## src/vrtg_pkg.sv

```systemverilog
// Shared types and constants of the video raster timing generator.
package vrtg_pkg;

  localparam int unsigned DIM_W     = 12;
  localparam int unsigned CNT_W     = 13;
  localparam int unsigned PIX_W     = 8;
  localparam int unsigned CFG_IDX_W = 2;

  localparam logic [PIX_W-1:0] BLANK_PIXEL = 8'hBB;

  localparam logic [DIM_W-1:0] RST_ACTIVE_WIDTH  = 12'd640;
  localparam logic [DIM_W-1:0] RST_ACTIVE_HEIGHT = 12'd480;
  localparam logic [DIM_W-1:0] RST_LINE_BLANK    = 12'd160;
  localparam logic [DIM_W-1:0] RST_FRAME_BLANK   = 12'd40;

  typedef enum logic [CFG_IDX_W-1:0] {
    REG_ACTIVE_WIDTH  = 2'd0,
    REG_ACTIVE_HEIGHT = 2'd1,
    REG_LINE_BLANK    = 2'd2,
    REG_FRAME_BLANK   = 2'd3
  } cfg_reg_e;

  typedef enum logic [1:0] {
    PH_IDLE = 2'd0,
    PH_SCAN = 2'd1,
    PH_IRQ  = 2'd2
  } phase_e;

  typedef struct packed {
    logic [DIM_W-1:0] active_width;
    logic [DIM_W-1:0] active_height;
    logic [DIM_W-1:0] line_blank;
    logic [DIM_W-1:0] frame_blank;
  } cfg_t;

  typedef struct packed {
    logic [PIX_W-1:0] pixel;
    logic             line_active;
    logic             frame_active;
    logic             frame_irq;
    logic             fifo_pop;
    logic             underflow;
  } res_t;

endpackage

```

## src/vrtg_if.sv

```systemverilog
// Valid/ready channel interfaces for pixel ticks, results and configuration writes.
interface vrtg_pix_if;
  logic       valid;
  logic       ready;
  logic       fifo_not_empty;
  logic [7:0] fifo_byte;

  modport source (output valid, output fifo_not_empty, output fifo_byte, input ready);
  modport sink   (input valid, input fifo_not_empty, input fifo_byte, output ready);
endinterface

interface vrtg_res_if;
  logic       valid;
  logic       ready;
  logic [7:0] pixel;
  logic       line_active;
  logic       frame_active;
  logic       frame_irq;
  logic       fifo_pop;
  logic       underflow;

  modport source (output valid, output pixel, output line_active, output frame_active,
                  output frame_irq, output fifo_pop, output underflow, input ready);
  modport sink   (input valid, input pixel, input line_active, input frame_active,
                  input frame_irq, input fifo_pop, input underflow, output ready);
endinterface

interface vrtg_cfg_if;
  logic        valid;
  logic        ready;
  logic [1:0]  index;
  logic [11:0] data;

  modport source (output valid, output index, output data, input ready);
  modport sink   (input valid, input index, input data, output ready);
endinterface

```

## src/vrtg_raster.sv

```systemverilog
// Raster scan state machine: phase, row and column counters, held outputs.
module vrtg_raster (
  input  logic                   clk_i,
  input  logic                   rst_ni,
  input  logic                   step_i,
  input  logic                   fifo_not_empty_i,
  input  logic [vrtg_pkg::PIX_W-1:0] fifo_byte_i,
  input  vrtg_pkg::cfg_t         cfg_i,
  output vrtg_pkg::res_t         res_o
);
  import vrtg_pkg::*;

  phase_e           phase_q, phase_d;
  logic [CNT_W-1:0] row_q, row_d, col_q, col_d;
  logic [1:0]       irq_ticks_q, irq_ticks_d;
  logic [PIX_W-1:0] held_pixel_q;
  logic             held_lv_q, held_fv_q;

  logic [CNT_W-1:0] rows, cols, cur_row, cur_col, col_inc, row_inc;
  logic             empty_frame, do_scan, col_wrap, frame_done, active;
  logic [1:0]       ticks_inc;

  assign rows = {1'b0, cfg_i.active_height} + {1'b0, cfg_i.frame_blank};
  assign cols = {1'b0, cfg_i.line_blank} + {1'b0, cfg_i.active_width};
  assign empty_frame = (rows == '0) || (cols == '0);

  // A frame starts on the same tick that finds the FIFO non-empty.
  assign do_scan = (phase_q == PH_SCAN) ||
                   ((phase_q == PH_IDLE) && fifo_not_empty_i && !empty_frame);
  assign cur_row = (phase_q == PH_IDLE) ? '0 : row_q;
  assign cur_col = (phase_q == PH_IDLE) ? '0 : col_q;

  assign col_inc    = cur_col + 1'b1;
  assign row_inc    = cur_row + 1'b1;
  assign col_wrap   = (col_inc >= cols) || (col_inc == '0);
  assign frame_done = col_wrap && ((row_inc >= rows) || (row_inc == '0));
  assign ticks_inc  = irq_ticks_q + 1'b1;

  // Next phase and counters.
  always_comb begin
    phase_d     = phase_q;
    irq_ticks_d = irq_ticks_q;
    row_d       = row_q;
    col_d       = col_q;
    case (phase_q)
      PH_IDLE: begin
        if (fifo_not_empty_i && empty_frame) begin
          phase_d     = PH_IRQ;
          irq_ticks_d = 2'd1;
          row_d       = '0;
          col_d       = '0;
        end
      end
      PH_SCAN: begin
      end
      PH_IRQ: begin
        irq_ticks_d = ticks_inc;
        if (ticks_inc == 2'd3) begin
          irq_ticks_d = '0;
          phase_d     = PH_IDLE;
        end
      end
      default: begin
        phase_d = PH_IDLE;
      end
    endcase
    if (do_scan) begin
      col_d = col_wrap ? '0 : col_inc;
      row_d = col_wrap ? (frame_done ? '0 : row_inc) : cur_row;
      if (frame_done) begin
        phase_d     = PH_IRQ;
        irq_ticks_d = '0;
      end else begin
        phase_d = PH_SCAN;
      end
    end
  end

  // Result of this tick.
  always_comb begin
    active             = 1'b0;
    res_o.pixel        = held_pixel_q;
    res_o.line_active  = held_lv_q;
    res_o.frame_active = held_fv_q;
    res_o.frame_irq    = (phase_q == PH_IRQ) ||
                         ((phase_q == PH_IDLE) && fifo_not_empty_i && empty_frame);
    res_o.fifo_pop     = 1'b0;
    res_o.underflow    = 1'b0;
    if (do_scan) begin
      active = (cur_row < {1'b0, cfg_i.active_height}) &&
               (cur_col >= {1'b0, cfg_i.line_blank});
      if (!active) begin
        res_o.pixel = BLANK_PIXEL;
      end else if (fifo_not_empty_i) begin
        res_o.pixel = fifo_byte_i;
      end
      res_o.line_active  = active;
      res_o.frame_active = cur_row < {1'b0, cfg_i.active_height};
      res_o.fifo_pop     = active && fifo_not_empty_i;
      res_o.underflow    = active && !fifo_not_empty_i;
    end
  end

  always_ff @(posedge clk_i or negedge rst_ni) begin
    if (!rst_ni) begin
      phase_q      <= PH_IDLE;
      row_q        <= '0;
      col_q        <= '0;
      irq_ticks_q  <= '0;
      held_pixel_q <= '0;
      held_lv_q    <= 1'b0;
      held_fv_q    <= 1'b0;
    end else if (step_i) begin
      phase_q      <= phase_d;
      row_q        <= row_d;
      col_q        <= col_d;
      irq_ticks_q  <= irq_ticks_d;
      held_pixel_q <= res_o.pixel;
      held_lv_q    <= res_o.line_active;
      held_fv_q    <= res_o.frame_active;
    end
  end

  a_idle_counters_clear: assert property (@(posedge clk_i) disable iff (!rst_ni)
    (phase_q == PH_IDLE) |-> (row_q == '0) && (col_q == '0))
    else $error("raster counters not cleared while idle");

  a_ticks_only_in_irq: assert property (@(posedge clk_i) disable iff (!rst_ni)
    (phase_q != PH_IRQ) |-> (irq_ticks_q == '0))
    else $error("interrupt tick count set outside the interrupt phase");

  a_pop_xor_underflow: assert property (@(posedge clk_i) disable iff (!rst_ni)
    !(res_o.fifo_pop && res_o.underflow))
    else $error("pop and underflow in the same tick");

  a_irq_quiet_fifo: assert property (@(posedge clk_i) disable iff (!rst_ni)
    res_o.frame_irq |-> !res_o.fifo_pop && !res_o.underflow)
    else $error("FIFO activity during an interrupt tick");

endmodule

```

## src/vrtg_out_reg.sv

```systemverilog
// Result register that decouples the raster state from the result channel.
module vrtg_out_reg (
  input  logic           clk_i,
  input  logic           rst_ni,
  input  logic           load_i,
  input  vrtg_pkg::res_t res_i,
  input  logic           out_ready_i,
  output logic           out_valid_o,
  output vrtg_pkg::res_t res_o,
  output logic           in_ready_o
);
  import vrtg_pkg::*;

  logic valid_q, valid_d;
  res_t res_q;

  // A new tick may enter while the held result leaves in the same cycle.
  assign in_ready_o  = !valid_q || out_ready_i;
  assign valid_d     = load_i || (valid_q && !out_ready_i);
  assign out_valid_o = valid_q;
  assign res_o       = res_q;

  always_ff @(posedge clk_i or negedge rst_ni) begin
    if (!rst_ni) begin
      valid_q <= 1'b0;
    end else begin
      valid_q <= valid_d;
    end
  end

  always_ff @(posedge clk_i) begin
    if (load_i) begin
      res_q <= res_i;
    end
  end

  a_empty_takes_input: assert property (@(posedge clk_i) disable iff (!rst_ni)
    !valid_q |-> in_ready_o)
    else $error("empty result register refused a new tick");

endmodule

```

## src/video_raster_timing_generator_unit.sv

```systemverilog
// Top level of the video raster timing generator.
// Latency: a result is offered on the cycle after its input transfer.
// Throughput: one pixel tick per cycle; a new tick is taken whenever the result
// register is empty or its result is taken in the same cycle.
// Reset (rst_ni low, asynchronous): idle phase, counters and held outputs zero,
// registers at 640 x 480 with 160 blanking columns and 40 blanking rows.
module video_raster_timing_generator_unit (
  input  logic     clk_i,
  input  logic     rst_ni,
  vrtg_pix_if.sink   pix_i,
  vrtg_cfg_if.sink   cfg_i,
  vrtg_res_if.source res_o
);
  import vrtg_pkg::*;

  cfg_t     cfg_q;
  res_t     res_d, res_q;
  logic     in_ready, accept;
  cfg_reg_e cfg_idx;

  assign cfg_i.ready = 1'b1;
  assign cfg_idx     = cfg_reg_e'(cfg_i.index);

  always_ff @(posedge clk_i or negedge rst_ni) begin
    if (!rst_ni) begin
      cfg_q.active_width  <= RST_ACTIVE_WIDTH;
      cfg_q.active_height <= RST_ACTIVE_HEIGHT;
      cfg_q.line_blank    <= RST_LINE_BLANK;
      cfg_q.frame_blank   <= RST_FRAME_BLANK;
    end else if (cfg_i.valid) begin
      case (cfg_idx)
        REG_ACTIVE_WIDTH:  cfg_q.active_width  <= cfg_i.data;
        REG_ACTIVE_HEIGHT: cfg_q.active_height <= cfg_i.data;
        REG_LINE_BLANK:    cfg_q.line_blank    <= cfg_i.data;
        REG_FRAME_BLANK:   cfg_q.frame_blank   <= cfg_i.data;
        default: begin
        end
      endcase
    end
  end

  assign pix_i.ready = in_ready;
  assign accept      = pix_i.valid && in_ready;

  vrtg_raster u_raster (
    .clk_i            (clk_i),
    .rst_ni           (rst_ni),
    .step_i           (accept),
    .fifo_not_empty_i (pix_i.fifo_not_empty),
    .fifo_byte_i      (pix_i.fifo_byte),
    .cfg_i            (cfg_q),
    .res_o            (res_d)
  );

  vrtg_out_reg u_out_reg (
    .clk_i       (clk_i),
    .rst_ni      (rst_ni),
    .load_i      (accept),
    .res_i       (res_d),
    .out_ready_i (res_o.ready),
    .out_valid_o (res_o.valid),
    .res_o       (res_q),
    .in_ready_o  (in_ready)
  );

  assign res_o.pixel        = res_q.pixel;
  assign res_o.line_active  = res_q.line_active;
  assign res_o.frame_active = res_q.frame_active;
  assign res_o.frame_irq    = res_q.frame_irq;
  assign res_o.fifo_pop     = res_q.fifo_pop;
  assign res_o.underflow    = res_q.underflow;

endmodule

```

## src/flat_wrapper.sv

```systemverilog
// flat-port wrapper written by rule: the top's interface ports become plain ports
module video_raster_timing_generator_unit_flat import vrtg_pkg::*;
  (clk_i, rst_ni, pix_i_valid, pix_i_fifo_not_empty, pix_i_fifo_byte, pix_i_ready, cfg_i_valid, cfg_i_index, cfg_i_data, cfg_i_ready, res_o_valid, res_o_pixel, res_o_line_active, res_o_frame_active, res_o_frame_irq, res_o_fifo_pop, res_o_underflow, res_o_ready);
  vrtg_pix_if pix_i_i ();
  vrtg_cfg_if cfg_i_i ();
  vrtg_res_if res_o_i ();
  input  logic clk_i;
  input  logic rst_ni;
  input wire logic [$bits(pix_i_i.valid)-1:0] pix_i_valid;
  input wire logic [$bits(pix_i_i.fifo_not_empty)-1:0] pix_i_fifo_not_empty;
  input wire logic [$bits(pix_i_i.fifo_byte)-1:0] pix_i_fifo_byte;
  output wire logic [$bits(pix_i_i.ready)-1:0] pix_i_ready;
  input wire logic [$bits(cfg_i_i.valid)-1:0] cfg_i_valid;
  input wire logic [$bits(cfg_i_i.index)-1:0] cfg_i_index;
  input wire logic [$bits(cfg_i_i.data)-1:0] cfg_i_data;
  output wire logic [$bits(cfg_i_i.ready)-1:0] cfg_i_ready;
  output wire logic [$bits(res_o_i.valid)-1:0] res_o_valid;
  output wire logic [$bits(res_o_i.pixel)-1:0] res_o_pixel;
  output wire logic [$bits(res_o_i.line_active)-1:0] res_o_line_active;
  output wire logic [$bits(res_o_i.frame_active)-1:0] res_o_frame_active;
  output wire logic [$bits(res_o_i.frame_irq)-1:0] res_o_frame_irq;
  output wire logic [$bits(res_o_i.fifo_pop)-1:0] res_o_fifo_pop;
  output wire logic [$bits(res_o_i.underflow)-1:0] res_o_underflow;
  input wire logic [$bits(res_o_i.ready)-1:0] res_o_ready;
  assign pix_i_i.valid = pix_i_valid;
  assign pix_i_i.fifo_not_empty = pix_i_fifo_not_empty;
  assign pix_i_i.fifo_byte = pix_i_fifo_byte;
  assign pix_i_ready = pix_i_i.ready;
  assign cfg_i_i.valid = cfg_i_valid;
  assign cfg_i_i.index = cfg_i_index;
  assign cfg_i_i.data = cfg_i_data;
  assign cfg_i_ready = cfg_i_i.ready;
  assign res_o_valid = res_o_i.valid;
  assign res_o_pixel = res_o_i.pixel;
  assign res_o_line_active = res_o_i.line_active;
  assign res_o_frame_active = res_o_i.frame_active;
  assign res_o_frame_irq = res_o_i.frame_irq;
  assign res_o_fifo_pop = res_o_i.fifo_pop;
  assign res_o_underflow = res_o_i.underflow;
  assign res_o_i.ready = res_o_ready;
  video_raster_timing_generator_unit u_core (.clk_i(clk_i), .rst_ni(rst_ni), .pix_i(pix_i_i), .cfg_i(cfg_i_i), .res_o(res_o_i));
endmodule
```

## config.mk

```make
export PLATFORM = sky130hd
export DESIGN_NAME = video_raster_timing_generator_unit_flat
export DESIGN_NICKNAME = d
export VERILOG_FILES = /design/src/vrtg_pkg.sv /design/src/vrtg_if.sv /design/src/vrtg_raster.sv /design/src/vrtg_out_reg.sv /design/src/video_raster_timing_generator_unit.sv /design/src/flat_wrapper.sv
export SDC_FILE = /design/constraint.sdc
export NUM_CORES = 1
export LEC_CHECK = 0
export ABC_AREA = 1
export ABC_CLOCK_PERIOD_IN_PS = 4600
export BUFFER_PORTS_ARGS = -buffer_cell sky130_fd_sc_hd__buf_2
export CORE_ASPECT_RATIO = 1.2
export CORE_UTILIZATION = 63
export DETAILED_ROUTE_END_ITERATION = 8
export PLACE_DENSITY = 0.82
export SLEW_MARGIN = 25
export SYNTH_ARGS = -nofsm -noshare
export SYNTH_HDL_FRONTEND = slang
export SYNTH_HIERARCHICAL = 1
export SYNTH_SLANG_ARGS = --single-unit
```

## constraint.sdc

```tcl
create_clock -name clk_i -period 4.6 [get_ports clk_i]
set_clock_uncertainty 0.15 [all_clocks]
set_input_delay 0.46 -clock clk_i [delete_from_list [all_inputs] [get_ports clk_i]]
set_output_delay 0.46 -clock clk_i [all_outputs]
set_load 0.02 [all_outputs]
```

# Yosys cells after proc, flatten, opt, wreduce, memory -nomap -nowiden
# Index checks and enable logic that the tools add are counted.
classes:
  addsub: 5
  eq_ne: 9
  mux: 22
  order_cmp: 4
  n_reduce_logical: 35
op_table:
  columns: ["operator", "count"]
  rows:
  - ["13-bit two-way mux", 9]
  - ["13-bit zero test", 4]
  - ["12-bit by 12-bit adder with 13-bit output", 2]
  - ["13-bit by 1-bit adder with 13-bit output, second input constant", 2]
  - ["13-bit >= comparator", 2]
  - ["2-bit two-way mux", 8]
  - ["8-bit two-way mux", 2]
  - ["13-bit by 12-bit >= comparator with 1-bit output", 1]
  - ["13-bit by 12-bit < comparator with 1-bit output", 1]
  - ["1-bit logical AND", 10]
  - ["10-bit two-way mux", 1]
  - ["2-bit equality test, second input constant", 4]
  - ["2-bit AND reduction", 4]
  - ["1-bit logical OR", 7]
  - ["2-bit one-hot mux with 3 select lines", 1]
  - ["2-bit by 1-bit equality test with 1-bit output, second input constant", 2]
  - ["1-bit zero test", 4]
  - ["2-bit zero test", 2]
  - ["2-bit one-hot mux with 2 select lines", 1]
  - ["4-bit AND reduction", 1]
  - ["2-bit nonzero test", 2]
  - ["3-bit by 2-bit inequality test with 1-bit output, second input constant", 1]
  - ["3-bit inequality test, second input constant", 1]
  - ["3-bit AND reduction", 1]
  - ["other kinds (2)", 2]
word_totals:
  out_inout_bits: 16
  wordCells: 93
  inputBits: 28
  register_bits: 102

# Longest topological paths before layout
# Gate-level depths: netlist of the first run.
depth:
  depth_word: 9
  mapped_depth: 24

# By module
# The synthesis of the first run kept the hierarchy.
modules_own_cells:
  columns: ["mod", "area_each_um2", "cells_each", "seq_area_each_um2", "n_inst"]
  rows:
  - ["vrtg_raster", 5869.4, 1005, 1001.0, 1]
  - ["video_raster_timing_generator_unit", 2084.5, 222, 1213.7, 1]
  - ["vrtg_out_reg", 435.4, 18, 415.4, 1]

# Least setup slack after synthesis of the first run
# No wires, ideal clock.
synth_path:
  path_type: "register -> register"
  startpoint: "register u_core.u_raster.phase_q[0]"
  endpoint: "register u_core.u_raster.irq_ticks_q[0]"
  setup_slack_ps: 1031
  t_arrival_ps: 3353
  setup_ps: 66
  period_less_slack_ps: 3569
  path_stages_with_launch: 23
  cell_sequence: "dfrtp_1 > inv_1 > nand2_4 > buf_6 > nand2_1 > inv_1 > ha_1 > nand2_1 > nor3_1 > nand3_1 > xor2_1 > ha_1 > a21oi_1 > o21ai_0 > a21oi_1 > nand2_1 > nor2_1 > nand2_1 > buf_6 > buf_8 > nand3_1 > nand3_1 > nand2_1"
synth_between:
  elab_chain_len: 8
  word_cells_on_any_way: 20
  classes_between: "add/sub: 2; order compare: 2; eq/ne: 2; mux: 5; reduce/logical: 9"
synth_rtl:
  columns: ["element", "line_no", "text"]
  rows:
  - ["from (decl)", "vrtg_raster.sv:13", "phase_e phase_q, phase_d;"]
  - ["from (signal assigned)", "vrtg_raster.sv:114", "phase_q <= phase_d;"]
  - ["2-bit zero test", null, null]
  - ["13-bit two-way mux, on equally long branches", "vrtg_raster.sv:31, vrtg_raster.sv:30", null]
  - ["13-bit by 1-bit adder with 13-bit output, on equally long branches", "vrtg_raster.sv:33, vrtg_raster.sv:34", null]
  - ["13-bit >= comparator (tied with other cells)", "vrtg_raster.sv:35", "assign col_wrap = (col_inc >= cols) || (col_inc == '0);"]
  - ["1-bit logical OR, on equally long branches", "vrtg_raster.sv:35, vrtg_raster.sv:36", null]
  - ["1-bit logical AND", "vrtg_raster.sv:36", "assign frame_done = col_wrap && ((row_inc >= rows) || (row_inc == '0));"]
  - ["2-bit two-way mux", "vrtg_raster.sv:70", "if (frame_done) begin"]
  - ["2-bit two-way mux *", "vrtg_raster.sv:67", "if (do_scan) begin"]
  - ["to (signal assigned)", "vrtg_raster.sv:117", "irq_ticks_q <= irq_ticks_d;"]
  - ["to (decl)", "vrtg_raster.sv:15", "logic [1:0] irq_ticks_q, irq_ticks_d;"]
# Every way passes the cells marked *; elsewhere a longest branch is shown, timed or not.
# A chain may end at the register's enable or synchronous reset.

# Worst setup path in the final report of the first run
layout_path:
  startpoint: "register u_core.u_raster.phase_q[0]"
  endpoint: "register u_core.u_raster.col_q[0]"
layout_between:
  elab_chain_len: 7
  word_cells_on_any_way: 15
  classes_between: "add/sub: 1; order compare: 1; eq/ne: 1; mux: 3; reduce/logical: 9"
layout_rtl:
  columns: ["element", "line_no", "text"]
  rows:
  - ["2-bit zero test", "vrtg_raster.sv:29, vrtg_raster.sv:31, vrtg_raster.sv:45", null]
  - ["13-bit two-way mux", "vrtg_raster.sv:31", "assign cur_col = (phase_q == PH_IDLE) ? '0 : col_q;"]
  - ["13-bit by 1-bit adder with 13-bit output", "vrtg_raster.sv:33", "assign col_inc = cur_col + 1'b1;"]
  - ["13-bit >= comparator or 13-bit zero test (tied branches)", "vrtg_raster.sv:35", null]
  - ["1-bit logical OR", "vrtg_raster.sv:35", null]
  - ["13-bit two-way mux", "vrtg_raster.sv:68", "col_d = col_wrap ? '0 : col_inc;"]
  - ["13-bit two-way mux", "vrtg_raster.sv:67", null]
  - ["to (signal assigned)", "vrtg_raster.sv:116", "col_q <= col_d;"]
  - ["to (decl)", "vrtg_raster.sv:14", "logic [CNT_W-1:0] row_q, row_d, col_q, col_d;"]
# Several ways; a longest one is shown, not always the timed one.

==> results of run 1 <==
==> worst register-to-register path: stages, from the launching register on <==
cell and delay [ps]:
dfrtp_1 470, inv_1 110, nand2_4 200, nand2_1 110, inv_1 110, ha_1 290, nand2_1 100, nor3_2 290
nand3_1 140, xor2_1 280, ha_1 310, a21oi_1 160, o21ai_0 100, a21oi_1 130, nand2_1 70, nor2_1 80
buf_4 140, nand2_1 60, inv_1 300, nand3_1 310, o21ai_0 240
==> per-stage QoR <==
step	hold WS (ps)	std cells	setup WS (ps)	total power, mW	util (%)
floorplan	14.4	1245	1030	2.70	-
global placement	309	1424	524	3.07	67.1
detailed placement	310	1424	351	3.12	67.1
CTS	84.9	1440	315	3.90	69.5
global route	116	1440	28.9	4.25	69.5
finish	41.2	1440	359	3.92	69.5
==> synth_stat cells (8+ instances only) <==
master	count
inv_1	176
buf_2	9
o21ai_0	30
nand4_1	64
a21oi_1	37
nor3_1	12
edfxtp_1	13
nand2_2	8
dfrtp_1	79
nor2_4	8
ha_1	75
nor2_1	70
dfstp_2	10
nand2_1	466
buf_6	9
nand3_1	108
==> sequential cells by signal, summed over array words and instances, names as in the netlist <==
register and flops:
u_core/cfg_q 48, u_core/u_out_reg/out_valid_o 1, u_core/u_out_reg/res_o 13, u_core/u_raster/col_q 13
u_core/u_raster/held_fv_q 1, u_core/u_raster/held_lv_q 1, u_core/u_raster/held_pixel_q 8, u_core/u_raster/irq_ticks_q 2
u_core/u_raster/phase_q 2, u_core/u_raster/row_q 13
==> cell families after synthesis <==
logic type | synth area share [%]
simple gates | 39.7
buf+inv | 11.1
flops | 31.3
compound gates | 5.56
fa+ha+maj | 11.7
xor+xnor | 0.627
other cells | 0.0447
==> how the worst min path moves through the flow <==
stage          cells after the start                       end        startpoint  slack, ps
6_report                           1  u_core/u_raster/col_q[7]            rst_ni         40
5_1_grt                            1  u_core/u_raster/col_q[7]            rst_ni        120
4_1_cts                            1  u_core/u_raster/col_q[7]            rst_ni         80
3_5_place_dp                       2          u_core/cfg_q[43]  u_core/cfg_q[43]        310
3_3_place_gp                       2          u_core/cfg_q[39]  u_core/cfg_q[39]        310
2_1_floorplan                      0           u_core/cfg_q[0]            rst_ni         10
==> routing by layer <==
metal	GRT usage [%]	wire length [um]
met1	39.8	8740
met2	55.5	10200
met3	3.50	1110
met4	8.54	284
met5	0	0
==> where the power goes <==
| group | switching [mW] | leakage (nW) | internal, mW | total (mW) |
|---|---|---|---|---|
| logic | 1.21 | 3.58 | 0.621 | 1.83 |
| registers | 0.165 | 1.25 | 1.14 | 1.31 |
| clock network | 0.343 | 0.143 | 0.437 | 0.780 |
| total | 1.71 | 4.97 | 2.20 | 3.92 |
==> repair_timing <==
item                                    CTS  global route
endpoints found under the setup margin    0             7
hold endpoints to repair                  0             0
hold buffers                              0             0
resized for setup                         0             1
==> cell type report <==
type                       instances  area, um^2  share of cell area (%)
multi-input combinational        927        4840                    54.2
inverter                         182         683                    7.66
timing repair buffer              49         265                    2.97
clock inverter                     5        58.8                   0.659
sequential                       102        2630                    29.5
clock buffer                      11         243                    2.72
tap                              164         205                    2.30
==> metrics.md, run 1 <==
| Metric | Value |
|---|---|
| Worst-path clk slew | `70 ps` |
| Most frequent cells in the layout | `nand2_1 (466), inv_1 (176), nand3_1 (108)` |
| Inserted Clock Buffers | `9` |
| Crit-path max FO | `16` |
| Top cell family by delay on the critical path | `simple AND/OR/NAND/NOR gates` |
| Final setup vio count | `0` |
| Leakage power | `4.97 nW` |
| Critical path, cell by cell | `inv_1, nand2_4, nand2_1, inv_1, ha_1, nand2_1, nor3_2, nand3_1, xor2_1, ha_1, a21oi_1, o21ai_0, a21oi_1, nand2_1, nor2_1, buf_4, nand2_1, inv_1, nand3_1, o21ai_0` |
| Mapped Avg Cell Area | `6.74 um^2` |
| Slew headroom | `42.4%` |
| # diodes | `0` |
| Initial antenna violation count | `0` |
| Leading area contributor after synthesis | `dfrtp_1` |
| Unique masters post-synth | `45` |
| CP max stage cell | `dfrtp_1` |
| CTS tree | `yes` |
| Layout cell share with drive strength beyond 1 | `8.23%` |
| Detailed-route via count | `8102` |
| Asr flop ratio synth | `87.3%` |
| Final instance area | `8920 um^2` |
| Max-Cap Viols | `0` |
| # fillers | `1158` |
| Core area | `12800 um^2` |
| Flop2flop setup slack | `360 ps` |
| Worst Setup EP | `u_core/u_raster/col_q[0]` |
| Post-Syn Nets | `1350` |
| Final count of pins violating max slew | `0` |
| Worst Tran Pin Value | `864 ps` |
| CTS root buf | `clkbuf_16` |
| PwrDens | `439 nW/um^2` |
| R2r endpoint | `u_core/u_raster/col_q[0]` |
| Crit start category | `flop` |
| IO buf count | `42` |
| First DRT Iteration DRCs | `550` |
| Worst path depth | `20` |
| Outcome | `finished clean` |
| Yosys top cell area share | `23.6%` |
| Die X-Extent | `107 um` |
| Fmax | `0.236 GHz` |
| Fin crit period | `4240 ps` |
| Post-synthesis sequential area ratio | `31.3%` |
| Pin count of the biggest net entering global routing | `65` |
| Worst Path Required | `4720 ps` |
| Total GRT Usage | `31.1%` |
| RR Startpoint | `u_core/u_raster/phase_q[0]` |
| H-tree depth | `3` |
| CP peak stage delay | `470 ps` |
| Post-DR wirelength/cell | `14.1 um` |
| Initial core utilization | `65.4%` |
| Layout Nets | `1376` |
| Total gr overflow | `0` |
| Clock latency on the worst-skew pair | `350 ps` |
| Reg2Reg Depth | `20` |
| Period utilisation layout | `92.2%` |
| Post-DP HPWL | `15700 um` |
| HP Class | `in2async` |
| Ys Warns | `6` |
| Top_reg_cell synth | `dfrtp_1` |
| Die area | `13800 um^2` |
| Layout area overhead | `6.35%` |
| Post-CTS Setup Repair Bufs | `0` |
| Synthesized area | `8390 um^2` |
| CP Data Arrival Time | `4360 ps` |
| Crit-path most repeated cell | `nand2_1` |
| IO Pins | `44` |
| Row count | `45` |
| Yosys reg bits | `102` |
| Die height | `128 um` |
| Count of final hold-check violations | `0` |
| Clock Sink Count | `102` |
| First-pass GRT wire length | `34100 um` |
| WP buf/inv | `4` |
| Setup TNS | `0 ps` |
| EDFF count, synth | `13` |
| Clock Path Buffers | `2` |
| Syn Inst Count | `1245` |
| Top cells by area, synth | `dfrtp_1 (24%), nand2_1 (21%), ha_1 (11%)` |
| RSZ-0062 raised after global routing | `false` |
| DR vias/cell | `5.63` |
| Critical setup path kind | `reg2reg` |
| Peak supply drop | `0.341 mV` |
| Crit path from | `u_core/u_raster/phase_q[0]` |
| Final wirelength | `20300 um` |
| Critical Path Sink Type | `flop` |
| Placed inst area | `8620 um^2` |
| Leading cell type in the layout, fill and taps excluded | `nand2_1` |
| Vias in the first global route | `7471` |
| Drc violations | `0` |
| Post-route ant nets | `0` |
| Drt pass-1 iters | `5` |
| Routability cong. | `0.940` |
(Power assumes the default switching activity.)
==> run 2: changes to the inputs <==
Settings changed: PLACE_DENSITY 0.82 to 0.91, SKIP_CTS_REPAIR_TIMING set to 1.
==> run 2 against run 1 <==
  * Via count rose by 0.78%
  * Largest power group unchanged
  * Worst hold slack better by 5.3 ps
  * Critical path type unchanged
  * Critical endpoint is now u_core/u_raster/col_q[3]
  * Sequential power hardly changed
  * Largest cell class unchanged
==> metrics.md, run 2 (synthesis results as in run 1) <==
| Metric | Value |
|---|---|
| Outcome | `finished clean` |
| # diodes | `0 (unchanged)` |
| Layout Nets | `1375 (-0.073%)` |
| Total gr overflow | `0 (unchanged)` |
| Post-DR wirelength/cell | `14.2 um (+0.60%)` |
| Worst Path Required | `4670 ps (-50 ps)` |
| Period utilisation layout | `91.3% (-0.91 points)` |
| Post-route ant nets | `0 (unchanged)` |
| Layout area overhead | `6.04%` |
| Most frequent cells in the layout | `nand2_1 (466), inv_1 (175), nand3_1 (108)` |
| Routability cong. | `0.946 (+0.64%)` |
| Core area | `12800 um^2 (unchanged)` |
| Fmax | `0.238 GHz (+1.0%)` |
| RSZ-0062 raised after global routing | `false` |
| Clock Sink Count | `102 (unchanged)` |
| Initial antenna violation count | `0 (unchanged)` |
| Overall Power | `3.89 mW (-0.62%)` |
| Die area | `13800 um^2 (unchanged)` |
| DR vias/cell | `5.67 (+0.85%)` |
| Setup TNS | `0 ps (unchanged)` |
| Critical setup path kind | `reg2reg` |
| Die X-Extent | `107 um (unchanged)` |
| Drt pass-1 iters | `5 (unchanged)` |
| Final count of pins violating max slew | `0 (unchanged)` |
| Leakage power | `4.96 nW (-0.25%)` |
| Top sig layer | `met4` |
| Fin crit period | `4200 ps (-42.0 ps)` |
| Total GRT Usage | `31.5% (+0.44 points)` |
| Crit-path most repeated cell | `nand2_1` |
| # fillers | `1093 (-5.6%)` |
| Post-DP HPWL | `15800 um (+0.62%)` |
| Post-Route Utilization | `69.3% (-0.20 points)` |
| CP Data Arrival Time | `4270 ps (-90 ps)` |
| Final wirelength | `20400 um (+0.53%)` |
| Count of final hold-check violations | `0 (unchanged)` |
| Die height | `128 um (unchanged)` |
| Initial core utilization | `65.4% (unchanged)` |
| Met3 WL | `1150 um (+4.1%)` |
| Area of the multi-input gates | `4840 um^2 (unchanged)` |
| Max-Cap Viols | `0 (unchanged)` |
| Drc violations | `0 (unchanged)` |
| CTS tree | `yes` |
| Inserted Clock Buffers | `9 (unchanged)` |
| Slew headroom | `42.7% (+0.27 points)` |
| IO Pins | `44 (unchanged)` |
| Pin count of the biggest net entering global routing | `67 (+3.1%)` |
| Critical path, cell by cell | `inv_1, nand2_4, nand2_1, inv_1, ha_1, nand2_1, nor3_2, nand3_1, xor2_1, ha_1, nand2_1, nor4_1, o21ai_0, nand2_1, nor2_1, buf_4, nand2_1, clkinvlp_4, nand3_1, o21ai_0` |
| Storage element area | `2630 um^2 (unchanged)` |
| Final setup vio count | `0 (unchanged)` |
| Crit start category | `flop` |
| IO buf count | `42 (unchanged)` |
| Vias in the first global route | `7605 (+1.8%)` |
| Worst-path clk slew | `70 ps (about the same)` |
| Crit-path max FO | `16 (unchanged)` |
| Layout cell share with drive strength beyond 1 | `8.00% (-0.23 points)` |
| PwrDens | `437 nW/um^2 (-0.32%)` |
| Routed length on met1 | `8510 um (-2.6%)` |
| CTS root buf | `clkbuf_16` |
| Clock Path Buffers | `2 (unchanged)` |
| HP Class | `in2async` |
| WP buf/inv | `4 (unchanged)` |
| CP peak stage delay | `460 ps (about the same)` |
| CP max stage cell | `dfrtp_1` |
| Most flops, register | `u_core/cfg_q` |
| Top cell family by delay on the critical path | `simple AND/OR/NAND/NOR gates` |
| First DRT Iteration DRCs | `632 (+15%)` |
| Clock latency on the worst-skew pair | `350 ps (about the same)` |
| Peak supply drop | `0.314 mV (-8.1%)` |
| Critical Path Sink Type | `flop` |
| DR WL met2 | `10400 um (+1.8%)` |
| H-tree depth | `3 (unchanged)` |
| Largest register FFs | `48 (unchanged)` |
| Row count | `45 (unchanged)` |
| Leading cell type in the layout, fill and taps excluded | `nand2_1` |
| Detailed-route via count | `8165 (+0.78%)` |
| First-pass GRT wire length | `34600 um (+1.4%)` |
| Worst Tran Pin Value | `860 ps (-4.05 ps)` |
==> run 2: cell types whose count changed in the layout (fill, tap and decap cells not counted) <==
cell,change
clkbuf_1,+4
clkinv_4,-2
buf_4,-1
clkbuf_8,-1
clkinv_1,-1
clkinv_2,+1
inv_1,-1
==> run 2: final timing paths <==
check                                                to  slack [ps]  depth (start not counted)                        from
min in group clk_i         u_core/u_out_reg/out_valid_o         220                          4                 res_o_ready
max reg2reg                    u_core/u_raster/col_q[3]         400                         20  u_core/u_raster/phase_q[0]
max in group asynchronous               u_core/cfg_q[3]        3360                          2                      rst_ni
min reg2reg                            u_core/cfg_q[43]         330                          2            u_core/cfg_q[43]
min                           u_core/u_raster/held_lv_q          50                          1                      rst_ni
max                            u_core/u_raster/col_q[3]         400                         20  u_core/u_raster/phase_q[0]
==> run 2: final cells by class <==
cell class,count,share of cell area (%)
Multi-Input combinational cell,927,54.4
Clock buffer,14,2.74
Inverter,182,7.72
Clock inverter,2,0.394
Tap cell,164,2.31
Sequential cell,102,29.6
Timing Repair Buffer,48,2.90
==> run 2: routing by layer <==
layer	up-vias	global-route usage (%)
met3	33	3.29
met5	-	0
met2	315	56.7
li1	4058	-
met4	0	11.3
met1	3759	39.1
==> run 2: stage by stage <==
stage | instance area (um^2) | cells | worst slack (ps) | hold slack (ps)
finish | 8900 | 1439 | 401 | 46.5
global route | 8900 | 1439 | 36.3 | 131
CTS | 8890 | 1439 | 330 | 93.4
detailed placement | 8610 | 1423 | 357 | 316
global placement | 8610 | 1423 | 561 | 305
floorplan | 8390 | 1245 | 1030 | 14.4
==> run 2: report_power, final <==
group / switching [mW] / total [mW] / leakage, nW / internal (mW)
sequential: 0.172 / 1.32 / 1.25 / 1.14
clock: 0.317 / 0.739 / 0.135 / 0.422
combinational: 1.22 / 1.84 / 3.57 / 0.621
total: 1.70 / 3.89 / 4.96 / 2.19
==> run 3: changes to the inputs <==
Settings changed: ABC_CLOCK_PERIOD_IN_PS 4600 to 4550, REMOVE_ABC_BUFFERS set to 1.
Clock period 4.6 ns to 4.55 ns, I/O delays scaled along.
==> run 3 against run 2 <==
  * Utilization grew 0.098 points
  * Die area is the same
  * Non-clock buffer count grew 1
  * Fmax grew 1.6%
  * Final cell count is essentially flat
  * Combinational power is essentially flat
  * Routed wire length shrank 0.21%
  * Flip-flop and latch count is the same
  * Sequential share of layout area is essentially flat
==> metrics.md, run 3 (synthesis results as in run 1) <==
| Metric | Value |
|---|---|
| Outcome | `finished clean` |
| DR vias/cell | `5.71 (+0.66%)` |
| Finished Layout Cells | `1440 (+0.069%)` |
| Total GRT Usage | `30.9% (-0.61 points)` |
| CP Data Arrival Time | `4200 ps (-70 ps)` |
| First-pass GRT wire length | `34100 um (-1.3%)` |
| Clock latency on the worst-skew pair | `350 ps (about the same)` |
| Count of final hold-check violations | `0 (unchanged)` |
| IO buf count | `42 (unchanged)` |
| HP Class | `in2async` |
| Final instance area | `8910 um^2 (+0.14%)` |
| Worst Tran Pin Value | `850 ps (-9.70 ps)` |
| Leakage power | `4.97 nW (+0.15%)` |
| Fin crit period | `4130 ps (-65.8 ps)` |
| Most frequent cells in the layout | `nand2_1 (466), inv_1 (176), nand3_1 (108)` |
| Leading cell type in the layout, fill and taps excluded | `nand2_1` |
| Inserted Clock Buffers | `9 (unchanged)` |
| Critical setup path kind | `reg2reg` |
| PwrDens | `441 nW/um^2 (+0.85%)` |
| Max-Cap Viols | `0 (unchanged)` |
| Layout area overhead | `6.19%` |
| Initial core utilization | `65.4% (unchanged)` |
| Detailed-route via count | `8225 (+0.73%)` |
| Total gr overflow | `0 (unchanged)` |
| Routability cong. | `0.929 (-1.8%)` |
| Clock Path Buffers | `2 (unchanged)` |
| Most flops, register | `u_core/cfg_q` |
| Vias in the first global route | `7624 (+0.25%)` |
| Clock Sink Count | `102 (unchanged)` |
| Crit-path max FO | `19 (+3)` |
| Placed insts | `1424 (+0.070%)` |
| Routed length on met1 | `8450 um (-0.69%)` |
| Largest register FFs | `48 (unchanged)` |
| # diodes | `0 (unchanged)` |
| First DRT Iteration DRCs | `615 (-2.7%)` |
| Slew headroom | `43.3% (+0.65 points)` |
| Crit path from | `u_core/u_raster/phase_q[0]` |
| Core area | `12800 um^2 (unchanged)` |
| DR WL met2 | `10200 um (-1.5%)` |
| Fmax | `0.242 GHz (+1.6%)` |
| Placed inst area | `8620 um^2 (about the same)` |
| Row count | `45 (unchanged)` |
| CTS root buf | `clkbuf_16` |
| H-tree depth | `3 (unchanged)` |
| Worst Path Required | `4620 ps (-50 ps)` |
| RSZ-0062 raised after global routing | `false` |
| Die area | `13800 um^2 (unchanged)` |
| Post-DR wirelength/cell | `14.2 um (-0.28%)` |
| RR Startpoint | `u_core/u_raster/phase_q[0]` |
| Layout cell share with drive strength beyond 1 | `8.23% (+0.23 points)` |
| Pin count of the biggest net entering global routing | `67 (unchanged)` |
| Drc violations | `0 (unchanged)` |
| Final count of pins violating max slew | `0 (unchanged)` |
| Layout Nets | `1376 (+0.073%)` |
| Crit start category | `flop` |
| Peak supply drop | `0.258 mV (-18%)` |
| Worst-path clk slew | `70 ps (about the same)` |
| Met3 WL | `1240 um (+7.6%)` |
| # fillers | `1104 (+1.0%)` |
| Drt pass-1 iters | `5 (unchanged)` |
| CTS tree | `yes` |
| Post-DP HPWL | `15600 um (-1.2%)` |
| Top sig layer | `met4` |
| Final setup vio count | `0 (unchanged)` |
| Critical Path Sink Type | `flop` |
| Initial antenna violation count | `0 (unchanged)` |
| Die height | `128 um (unchanged)` |
| Setup TNS | `0 ps (unchanged)` |
| IO Pins | `44 (unchanged)` |
| Die X-Extent | `107 um (unchanged)` |
| Post-route ant nets | `0 (unchanged)` |
| Final wirelength | `20400 um (-0.21%)` |
| Period utilisation layout | `90.8% (-0.44 points)` |
-- run 3: cell types whose count changed in the layout (fill, tap and decap cells not counted) --
cell        before  now
nor3_2           1    0
nor3_1          11   12
clkinvlp_4       1    2
inv_1          175  176
clkbuf_1         5    0
inv_6            0    1
clkinv_1         3    4
buf_4            7    8
clkbuf_16        9   10
clkinv_2         1    0
bufinv_16        1    0
clkinv_4         0    1
inv_4            0    1
-- run 3: path summary, 6_finish.rpt --
kind	endpoint	slack, ps	cells past startpoint
min in group clk_i	u_core/u_out_reg/out_valid_o	210	4
min	u_core/u_raster/held_pixel_q[6]	60	1
max	u_core/u_raster/phase_q[0]	420	21
min reg2reg	u_core/cfg_q[43]	320	2
max reg2reg	u_core/u_raster/phase_q[0]	420	21
max in group asynchronous	u_core/cfg_q[45]	3280	2
-- run 3: power breakdown --
group	total [mW]	switching (mW)	internal (mW)
registers	1.33	0.171	1.16
logic	1.84	1.22	0.625
clock network	0.760	0.354	0.406
-- run 3: routing by layer --
metal / GRT usage (%) / vias to the layer above
met5: 0 / -
met4: 10.3 / 0
met3: 4.26 / 49
met2: 55.6 / 331
met1: 38.0 / 3782
li1: - / 4063
-- run 3: final cells by class --
| class | instances | area [um^2] | share of cell area (%) |
|---|---|---|---|
| tap | 164 | 205 | 2.30 |
| sequential | 102 | 2630 | 29.5 |
| clock inverter | 6 | 42.5 | 0.478 |
| inverter | 182 | 683 | 7.67 |
| clock buffer | 10 | 250 | 2.81 |
| timing repair buffer | 49 | 265 | 2.98 |
| multi-input combinational | 927 | 4830 | 54.2 |
-- run 3: metrics by stage --
| step | util [%] | power (mW) | hold slack (ps) | setup slack [ps] |
|---|---|---|---|---|
| 2_1_floorplan | - | 2.66 | 9.41 | 648 |
| 3_3_place_gp | 67.1 | 3.08 | 309 | 738 |
| 3_5_place_dp | 67.1 | 3.15 | 307 | 504 |
| 4_1_cts | 69.4 | 3.92 | 98.9 | 469 |
| 5_1_grt | 69.4 | 4.26 | 123 | 46.4 |
| 6_report | 69.4 | 3.93 | 56.0 | 417 |
-- run 3: worst max-delay path: stages (launching register included) --
cell	delay, ps
dfrtp_1	460
inv_1	120
nand2_4	210
nand2_1	120
inv_1	120
ha_1	280
nand2_1	90
nor3_1	400
nand3_1	170
xor2_1	200
ha_1	340
nand2_1	90
nor4_1	270
o21ai_0	140
nand2_1	90
nor2_1	40
buf_4	150
nand2_1	80
buf_4	230
nand2_1	100
nand2_1	80
o21ai_0	70
